===== config.mk =====
export PLATFORM = sky130hd
export DESIGN_NAME = cdll_ctrl
export DESIGN_NICKNAME = d
export VERILOG_FILES = /design/src/hdl/assert_macros.svh /design/src/hdl/cdll_pkg.sv /design/src/hdl/cdll_ctrl.sv
export SDC_FILE = /design/constraint.sdc
export NUM_CORES = 1
export LEC_CHECK = 0
export BUFFER_PORTS_ARGS = -buffer_cell sky130_fd_sc_hd__buf_2
export CAP_MARGIN = 30
export CORE_AREA = 10 10 48 50
export CTS_CLUSTER_SIZE = 16
export DETAILED_ROUTE_END_ITERATION = 8
export DIE_AREA = 0 0 58 60
export GPL_TIMING_DRIVEN = 0
export HOLD_SLACK_MARGIN = 0.05
export PLACE_DENSITY = 0.79
export SYNTH_ARGS = -nofsm -noshare
export SYNTH_HDL_FRONTEND = slang
export SYNTH_SLANG_ARGS = --single-unit

===== constraint.sdc =====
create_clock -name clk -period 2.8 [get_ports clk]
set_input_delay 0 -clock clk [delete_from_list [all_inputs] [get_ports clk]]
set_output_delay 0 -clock clk [all_outputs]
set_load 0.01 [all_outputs]

===== src/hdl/assert_macros.svh =====
// Assertion helpers used by the RTL datapath; each expects clk and arst_n in scope.
`ifndef ASSERT_MACROS_SVH
`define ASSERT_MACROS_SVH

// Condition that must hold at every clock edge out of reset.
`define CDLL_ASSERT(lbl, cond, msg) \
	lbl: assert property (@(posedge clk) disable iff (!arst_n) (cond)) else $error(msg);

// Antecedent at one edge implies consequent at the next.
`define CDLL_ASSERT_NEXT(lbl, ante, cons, msg) \
	lbl: assert property (@(posedge clk) disable iff (!arst_n) (ante) |=> (cons)) \
		else $error(msg);

`endif


===== src/hdl/cdll_pkg.sv =====
package cdll_pkg;

	localparam int CAPACITY_DEF   = 256;
	localparam int VALUE_BITS_DEF = 32;

	localparam logic [2:0] OP_INS_BEFORE = 3'd0;
	localparam logic [2:0] OP_INS_AFTER  = 3'd1;
	localparam logic [2:0] OP_DELETE     = 3'd2;
	localparam logic [2:0] OP_READ       = 3'd3;
	localparam logic [2:0] OP_GO_FIRST   = 3'd4;
	localparam logic [2:0] OP_GO_LAST    = 3'd5;
	localparam logic [2:0] OP_MOVE       = 3'd6;
	localparam logic [2:0] OP_SEARCH     = 3'd7;

	localparam logic [1:0] ST_OK        = 2'd0;
	localparam logic [1:0] ST_EMPTY     = 2'd1;
	localparam logic [1:0] ST_NOT_FOUND = 2'd2;
	localparam logic [1:0] ST_FULL      = 2'd3;

	typedef logic [4:0] cmd_t;

	localparam cmd_t C_NOP      = 5'd0;
	localparam cmd_t C_LATCH    = 5'd1;
	localparam cmd_t C_CLEAR    = 5'd2;
	localparam cmd_t C_EMPTY    = 5'd3;
	localparam cmd_t C_FULL     = 5'd4;
	localparam cmd_t C_GO_FIRST = 5'd5;
	localparam cmd_t C_GO_LAST  = 5'd6;
	localparam cmd_t C_OK       = 5'd7;
	localparam cmd_t C_INS_RD   = 5'd8;
	localparam cmd_t C_INS_LINK = 5'd9;
	localparam cmd_t C_INS_FIN  = 5'd10;
	localparam cmd_t C_DEL_RD   = 5'd11;
	localparam cmd_t C_DEL_FIN  = 5'd12;
	localparam cmd_t C_RD_RD    = 5'd13;
	localparam cmd_t C_RD_FIN   = 5'd14;
	localparam cmd_t C_MV_START = 5'd15;
	localparam cmd_t C_DIV      = 5'd16;
	localparam cmd_t C_MV_RD    = 5'd17;
	localparam cmd_t C_MV_STEP  = 5'd18;
	localparam cmd_t C_MV_LAST  = 5'd19;
	localparam cmd_t C_SR_START = 5'd20;
	localparam cmd_t C_SR_RD    = 5'd21;
	localparam cmd_t C_SR_STEP  = 5'd22;
	localparam cmd_t C_SR_HIT   = 5'd23;
	localparam cmd_t C_SR_MISS  = 5'd24;

	typedef struct packed {
		logic [2:0]         operation;
		logic               clear_request;
		logic [31:0]        data_value;
		logic signed [15:0] step_count;
	} req_t;

	typedef struct packed {
		logic [1:0]  status;
		logic [31:0] read_value;
		logic [8:0]  element_count;
	} rsp_t;

	typedef struct packed {
		logic [2:0] op;
		logic       clr;
		logic       cnt_zero;
		logic       full;
		logic       move_nop;
		logic       div_last;
		logic       k_zero;
		logic       k_one;
		logic       match;
		logic       out_valid;
	} stat_t;

endpackage


===== src/hdl/cdll_ctrl.sv =====
module cdll_ctrl (
	input  logic           clk,
	input  logic           arst_n,
	input  logic           req_valid,
	input  logic           rsp_ready,
	input  cdll_pkg::stat_t stat,
	output logic           req_ready,
	output cdll_pkg::cmd_t cmd
);
	import cdll_pkg::*;

	localparam logic [3:0] S_IDLE   = 4'd0;
	localparam logic [3:0] S_DEC    = 4'd1;
	localparam logic [3:0] S_INS_L  = 4'd2;
	localparam logic [3:0] S_INS_F  = 4'd3;
	localparam logic [3:0] S_DEL_F  = 4'd4;
	localparam logic [3:0] S_RD_F   = 4'd5;
	localparam logic [3:0] S_DIV    = 4'd6;
	localparam logic [3:0] S_MV_CHK = 4'd7;
	localparam logic [3:0] S_MV_RD  = 4'd8;
	localparam logic [3:0] S_MV_ST  = 4'd9;
	localparam logic [3:0] S_SR_RD  = 4'd10;
	localparam logic [3:0] S_SR_ST  = 4'd11;

	logic [3:0] state_q, state_d;
	cmd_t       cmd_d;
	logic       fin;
	logic       out_free;

	assign out_free  = !stat.out_valid || rsp_ready;
	assign req_ready = (state_q == S_IDLE);
	assign cmd       = cmd_d;

	always_comb begin
		state_d = state_q;
		cmd_d   = C_NOP;
		fin     = 1'b0;
		case (state_q)
			S_IDLE: begin
				if (req_valid) begin
					cmd_d   = C_LATCH;
					state_d = S_DEC;
				end
			end
			S_DEC: begin
				state_d = S_IDLE;
				fin     = 1'b1;
				if (stat.clr) begin
					cmd_d = stat.cnt_zero ? C_EMPTY : C_CLEAR;
				end else begin
					case (stat.op)
						OP_INS_BEFORE, OP_INS_AFTER: begin
							if (stat.full) begin
								cmd_d = C_FULL;
							end else begin
								cmd_d   = C_INS_RD;
								fin     = 1'b0;
								state_d = S_INS_L;
							end
						end
						OP_GO_FIRST: cmd_d = C_GO_FIRST;
						OP_GO_LAST:  cmd_d = C_GO_LAST;
						default: begin
							if (stat.cnt_zero) begin
								cmd_d = C_EMPTY;
							end else begin
								case (stat.op)
									OP_DELETE: begin
										cmd_d   = C_DEL_RD;
										fin     = 1'b0;
										state_d = S_DEL_F;
									end
									OP_READ: begin
										cmd_d   = C_RD_RD;
										fin     = 1'b0;
										state_d = S_RD_F;
									end
									OP_MOVE: begin
										if (stat.move_nop) begin
											cmd_d = C_OK;
										end else begin
											cmd_d   = C_MV_START;
											fin     = 1'b0;
											state_d = S_DIV;
										end
									end
									default: begin
										cmd_d   = C_SR_START;
										fin     = 1'b0;
										state_d = S_SR_ST;
									end
								endcase
							end
						end
					endcase
				end
			end
			S_INS_L: begin
				cmd_d   = C_INS_LINK;
				state_d = S_INS_F;
			end
			S_INS_F: begin
				cmd_d   = C_INS_FIN;
				fin     = 1'b1;
				state_d = S_IDLE;
			end
			S_DEL_F: begin
				cmd_d   = C_DEL_FIN;
				fin     = 1'b1;
				state_d = S_IDLE;
			end
			S_RD_F: begin
				cmd_d   = C_RD_FIN;
				fin     = 1'b1;
				state_d = S_IDLE;
			end
			S_DIV: begin
				cmd_d = C_DIV;
				if (stat.div_last) begin
					state_d = S_MV_CHK;
				end
			end
			S_MV_CHK: begin
				if (stat.k_zero) begin
					cmd_d   = C_OK;
					fin     = 1'b1;
					state_d = S_IDLE;
				end else begin
					cmd_d   = C_MV_RD;
					state_d = S_MV_ST;
				end
			end
			S_MV_RD: begin
				cmd_d   = C_MV_RD;
				state_d = S_MV_ST;
			end
			S_MV_ST: begin
				if (stat.k_one) begin
					cmd_d   = C_MV_LAST;
					fin     = 1'b1;
					state_d = S_IDLE;
				end else begin
					cmd_d   = C_MV_STEP;
					state_d = S_MV_RD;
				end
			end
			S_SR_RD: begin
				cmd_d   = C_SR_RD;
				state_d = S_SR_ST;
			end
			S_SR_ST: begin
				if (stat.match) begin
					cmd_d   = C_SR_HIT;
					fin     = 1'b1;
					state_d = S_IDLE;
				end else if (stat.k_one) begin
					cmd_d   = C_SR_MISS;
					fin     = 1'b1;
					state_d = S_IDLE;
				end else begin
					cmd_d   = C_SR_STEP;
					state_d = S_SR_RD;
				end
			end
			default: state_d = S_IDLE;
		endcase
		// hold the finishing step while the previous result is still unread
		if (fin && !out_free) begin
			cmd_d   = C_NOP;
			state_d = state_q;
		end
	end

	always_ff @(posedge clk or negedge arst_n) begin
		if (!arst_n) begin
			state_q <= S_IDLE;
		end else begin
			state_q <= state_d;
		end
	end

endmodule


After elaboration in Yosys (flattened, before gate mapping)
Index checks and enable logic that the tools add are counted.
W data, S select, Z words.

storage, ports and cells
  word-level logic and storage cells = 68
  register bits = 4
  output and inout port bits = 6
  bits of input ports = 16

operators by class
  reduce and logical (&&, ||, !) cells = 10
  multiplexer cells = 37
  equality and inequality tests = 19
  bitwise operators = 1

operator list
  kind                  number
  $pmux W5 S12          1
  $mux W4               12
  $pmux W4 S9           1
  $pmux W5 S3           2
  $mux W5               4
  $eq A4 B3 Y1 const B  4
  $eq A4 B4 Y1 const B  4
  $pmux W4 S3           1
  $mux W1               11
  $eq A3 B3 Y1 const B  3
  $eq A4 B2 Y1 const B  2
  $pmux W4 S2           1
  $eq A3 B2 Y1 const B  2
  $pmux W1 S5           1
  $eq A4 B1 Y1 const B  1
  $logic_not A4 Y1      1
  $ne A2 B2 Y1 const B  2
  $reduce_or A2 Y1      2
  $eq A3 B1 Y1 const B  1
  $logic_not A3 Y1      1
  $mux W3               1
  $reduce_and A3 Y1     1
  $reduce_or A3 Y1      1
  $logic_not A1 Y1      2
  5 further kinds       5

Depth between registers and ports, before layout
  word-level depth = 9
  mapped depth = 6
  gate-level depth less buffers = 5

Worst setup path before layout
OpenSTA, ideal clock, no wires.

  path type = register -> register
  start = register state_q[1]
  end = register state_q[0]
  path buffers = 0
  required time = 2.672 ns
  period minus slack after synthesis = 1.687 ns
  arrival time = 1.559 ns
  path slack = 1.113 ns
  cell stages (with the launch flop) = 6
  setup time = 0.128 ns
  cell sequence = dfrtp_1 -> nand2b_1 -> a2111oi_4 -> nor3b_2 -> a211oi_2 -> mux2_1

on the way
  word-level cells in the longest chain between the ends = 6
  elaborated cells between the ends (all ways) = 20
  those cells by class = eq/ne (13); mux (2); bitwise (1); reduce/logical (4)

ends and longest elaborated chain
  what                                          RTL line          source
  from (decl)                                   cdll_ctrl.sv:25   logic [3:0] state_q, state_d;
  from (signal assigned)                        cdll_ctrl.sv:178  state_q <= state_d;
  $eq A4 B3 Y1 or $eq A4 B2 Y1 (tied branches)  cdll_ctrl.sv:38   case (state_q)
  $reduce_or A3 Y1 (no line)                    n/a
  $pmux W1 S5                                   cdll_ctrl.sv:38
  $logic_and A1 B1 Y1                           cdll_ctrl.sv:168  if (fin && !out_free) begin
  $not A1 Y1 (no line)                          n/a
  $reduce_and A3 Y1 (no line)                   n/a

Several ways; a longest one is shown, not always the timed one.
A chain may end at the register's enable or synchronous reset.

Final worst setup path
  start = register state_q[2]
  end = output port cmd[2]

on the way
  word-level cells in the longest chain between the ends = 5
  elaborated cells between the ends (all ways) = 17
  those cells by class = eq/ne (11); mux (3); reduce/logical (3)

ends and longest elaborated chain
  what                                          RTL line          source
  $eq A4 B3 Y1 or $eq A4 B2 Y1 (tied branches)  cdll_ctrl.sv:38
  $reduce_or A3 Y1 (no line)                    n/a
  $pmux W1 S5                                   cdll_ctrl.sv:38
  $logic_and A1 B1 Y1                           cdll_ctrl.sv:168
  $mux W5 *                                     cdll_ctrl.sv:168
  to (decl)                                     cdll_ctrl.sv:8    output cdll_pkg::cmd_t cmd

Every way passes the cells marked *; elsewhere a longest branch is shown, timed or not.

==> flow_summary_export.csv <==
group,metric,value,unit
setup_path,crit_type,"reg -> out",
placement,hpwlAfterDp,1.62,mm
layout,largest_register,"state_q",
route,via_per_inst,6.16,
route,route.vias.total,838,
cts,cts_tree,"yes",
logic_synthesis,synth_cell_types,40,
floorplan,rows,14,
global_route,overflow,0,
power_and_ir_drop,p_total,704,uW
cts,cts_buffers,3,
cts,clk_pin_slew_worst_paths,0.04,ns
cts,clock-sinks,4,
route,wl_per_cell,14.8,um
sta,setup_viol,0,
route,antenna_left,0,
setup_path,worstSetupStartpointType,"flop",
layout,fin_area,840,um^2
setup_path,r2r_cells,5,
global_route,antenna_found_initial,0,
floorplan,start_util,0.478,
floorplan,die_h,60,um
sta,tightest_slew,0.437,ns
logic_synthesis,synth-async-reset-ratio,1.00,
placement,globalplace.congestion,0.883,
layout,fillCellCount,149,
power_and_ir_drop,vdd_drop_max,0.296,mV
logic_synthesis,syn_area_per_cell,7.16,um^2
run,max_cap_viol_count,0,
sta,max_freq,478,MHz
cts,insertion_delay,0.23,ns
floorplan,pin_count,22,
global_route,grt_max_degree,11,
sta,maxSlewViolCount,0,
layout,largest_register_ffs,4,
setup_path,required,2.80,ns
logic_synthesis,syn_nets,112,
route,first_pass_iters,4,
logic_synthesis,post_synth_instance_area,687,um^2
sta,fin_crit,2.09,ns
global_route,gr-usage-all-layers,0.113,
floorplan,core_area,0.00144,mm^2
sta,tns,0,ns
layout,drive_gt1_frac,0.300,
power_and_ir_drop,power_density,838,mW/mm^2
layout,reg_top3,"state_q (4)",
sta,post-route-period-util,0.747,
layout,antenna_cells,0,
route,drt_iter0_markers,23,
status,status,"complete, no violations",
floorplan,design.die.area,0.00348,mm^2
route,drcViolationCount,0,
power_and_ir_drop,power.leakage,0.000373,uW
logic_synthesis,synthFlopType,"dfrtp_1",
cts,root_buffer,"clkbuf_4",
global_route,grt_pass1_wl,3.32,mm
logic_synthesis,synth_edf_count,0,
placement,pre_cts_slack,0.959,ns
logic_synthesis,ys_warn_count,0,
route,wl,2.02,mm
sta,rsz0062_at_grt,"no",
cts,cts_post_setup_buffers_inserted,0,
cts,cts_max_level,1,
placement,portBuffers,20,
setup_path,crit_fanout,10,
global_route,grt_pass1_vias,810,
sta,fin_skew,0.00223,ns
cts,cts.path.max_buffers,2,
sta,layout_setup_ws,0.708,ns
layout,final_nets,138,
sta,slew_headroom,0.709,
sta,hold_violations,0,
logic_synthesis,synth_seq_cells,4,
setup_path,cp.arrival,2.09,ns
logic_synthesis,seq_area_frac_synth,0.146,
placement,dpl_cell_area,807,um^2
worst_hold_path,holdCritPathClass,"in -> async",
setup_path,cp-end-kind,"primary output",
floorplan,die_w,58,um
logic_synthesis,syn-instance-count,96,
layout,area_delta_synth_final,22.2,%
power by group:
| group | switching (uW) | leakage [uW] | internal, uW | total [uW] |
|---|---|---|---|---|
| combinational | 318 | 0.000306 | 218 | 536 |
| clock | 21.6 | 0.0000138 | 47.8 | 69.4 |
| sequential | 19.2 | 0.0000528 | 78.9 | 98.2 |
cells by family after synthesis:
family / count (synthesis) / share of synthesized area
buf+inv: 13 / 0.0801
mux: 4 / 0.0619
compound gates: 35 / 0.392
simple gates: 40 / 0.321
flops: 4 / 0.146
cell usage in the layout, fill, tap and decap left out, types with 2 or more instances in the layout:
cell type,count
a21oi_1,6
o21ai_0,8
nor3_1,4
clkbuf_4,3
nand2_1,9
inv_1,7
buf_2,25
mux2_1,2
and2_1,2
o22ai_1,2
nor2_1,9
mux2i_1,2
nor2b_1,2
nand2b_1,3
o32ai_1,2
o32a_1,2
nand3_1,3
dfrtp_1,4
a211oi_1,2
cells in the mapped netlist, types with 2 or more instances:
| cell type | n | area [um^2] |
|---|---|---|
| nor2_1 | 9 | 33.8 |
| nand2b_1 | 3 | 18.8 |
| o22ai_1 | 2 | 12.5 |
| buf_2 | 5 | 25.0 |
| o21ai_0 | 8 | 40.0 |
| dfrtp_1 | 4 | 100 |
| inv_1 | 7 | 26.3 |
| nor3_1 | 4 | 20.0 |
| o32ai_1 | 2 | 17.5 |
| nor2b_1 | 2 | 12.5 |
| nand2_1 | 9 | 33.8 |
| a211oi_1 | 2 | 15.0 |
| and2_1 | 2 | 12.5 |
| o32a_1 | 2 | 20.0 |
| nand3_1 | 3 | 15.0 |
| a21oi_1 | 6 | 30.0 |
| mux2i_1 | 2 | 20.0 |
| mux2_1 | 2 | 22.5 |
final timing paths:
kind | from | to | slack (ns)
min in group clk | stat[5] | state_q[2]$_DFFE_PN0P_ | 0.30
max reg2reg | state_q[1]$_DFFE_PN0P_ | state_q[0]$_DFFE_PN0P_ | 0.92
max | state_q[2]$_DFFE_PN0P_ | cmd[2] | 0.71
min | arst_n | state_q[2]$_DFFE_PN0P_ | 0.11
min reg2reg | state_q[2]$_DFFE_PN0P_ | state_q[2]$_DFFE_PN0P_ | 0.84
max in group asynchronous | arst_n | state_q[0]$_DFFE_PN0P_ | 2.58
timing repair:
action	4_1_cts	5_1_grt
gates resized for setup	0	0
hold endpoints to repair	4	0
hold buffers	1	0
worst max-delay path, stage by stage, from the launching register on:
cell and delay, ns:
dfrtp_1 0.44, buf_2 0.22, nor4_2 0.36, nand2_1 0.19, a211oi_1 0.30, a211oi_1 0.07, nor3_1 0.12, buf_2 0.15
through the flow:
| step | hold WS (ns) | utilization | cells |
|---|---|---|---|
| 2_1_floorplan | -0.296 | - | 96 |
| 3_3_place_gp | -0.198 | 0.562 | 132 |
| 3_5_place_dp | -0.195 | 0.562 | 132 |
| 4_1_cts | 0.0926 | 0.584 | 136 |
| 5_1_grt | 0.117 | 0.584 | 136 |
| 6_report | 0.106 | 0.584 | 136 |
per-layer routing:
| metal | GRT usage | up-vias | wire (um) | part of all wire |
|---|---|---|---|---|
| li1 | - | 407 | - | - |
| met1 | 0.128 | 386 | 827 | 0.41 |
| met2 | 0.189 | 41 | 1000 | 0.50 |
| met3 | 0.0275 | 4 | 148 | 0.073 |
| met4 | 0.0638 | 0 | 38 | 0.019 |
| met5 | 0 | - | 0 | 0 |
area by class of cell:
cell class	instances	area (um^2)	area share
Multi-Input combinational cell	79	532	0.633
Timing Repair Buffer	21	110	0.131
Sequential cell	4	100	0.119
Buffer	6	28.8	0.0343
Inverter	7	26.3	0.0313
Clock buffer	3	22.5	0.0268
Tap cell	16	20.0	0.0238
(Power assumes the default switching activity.)
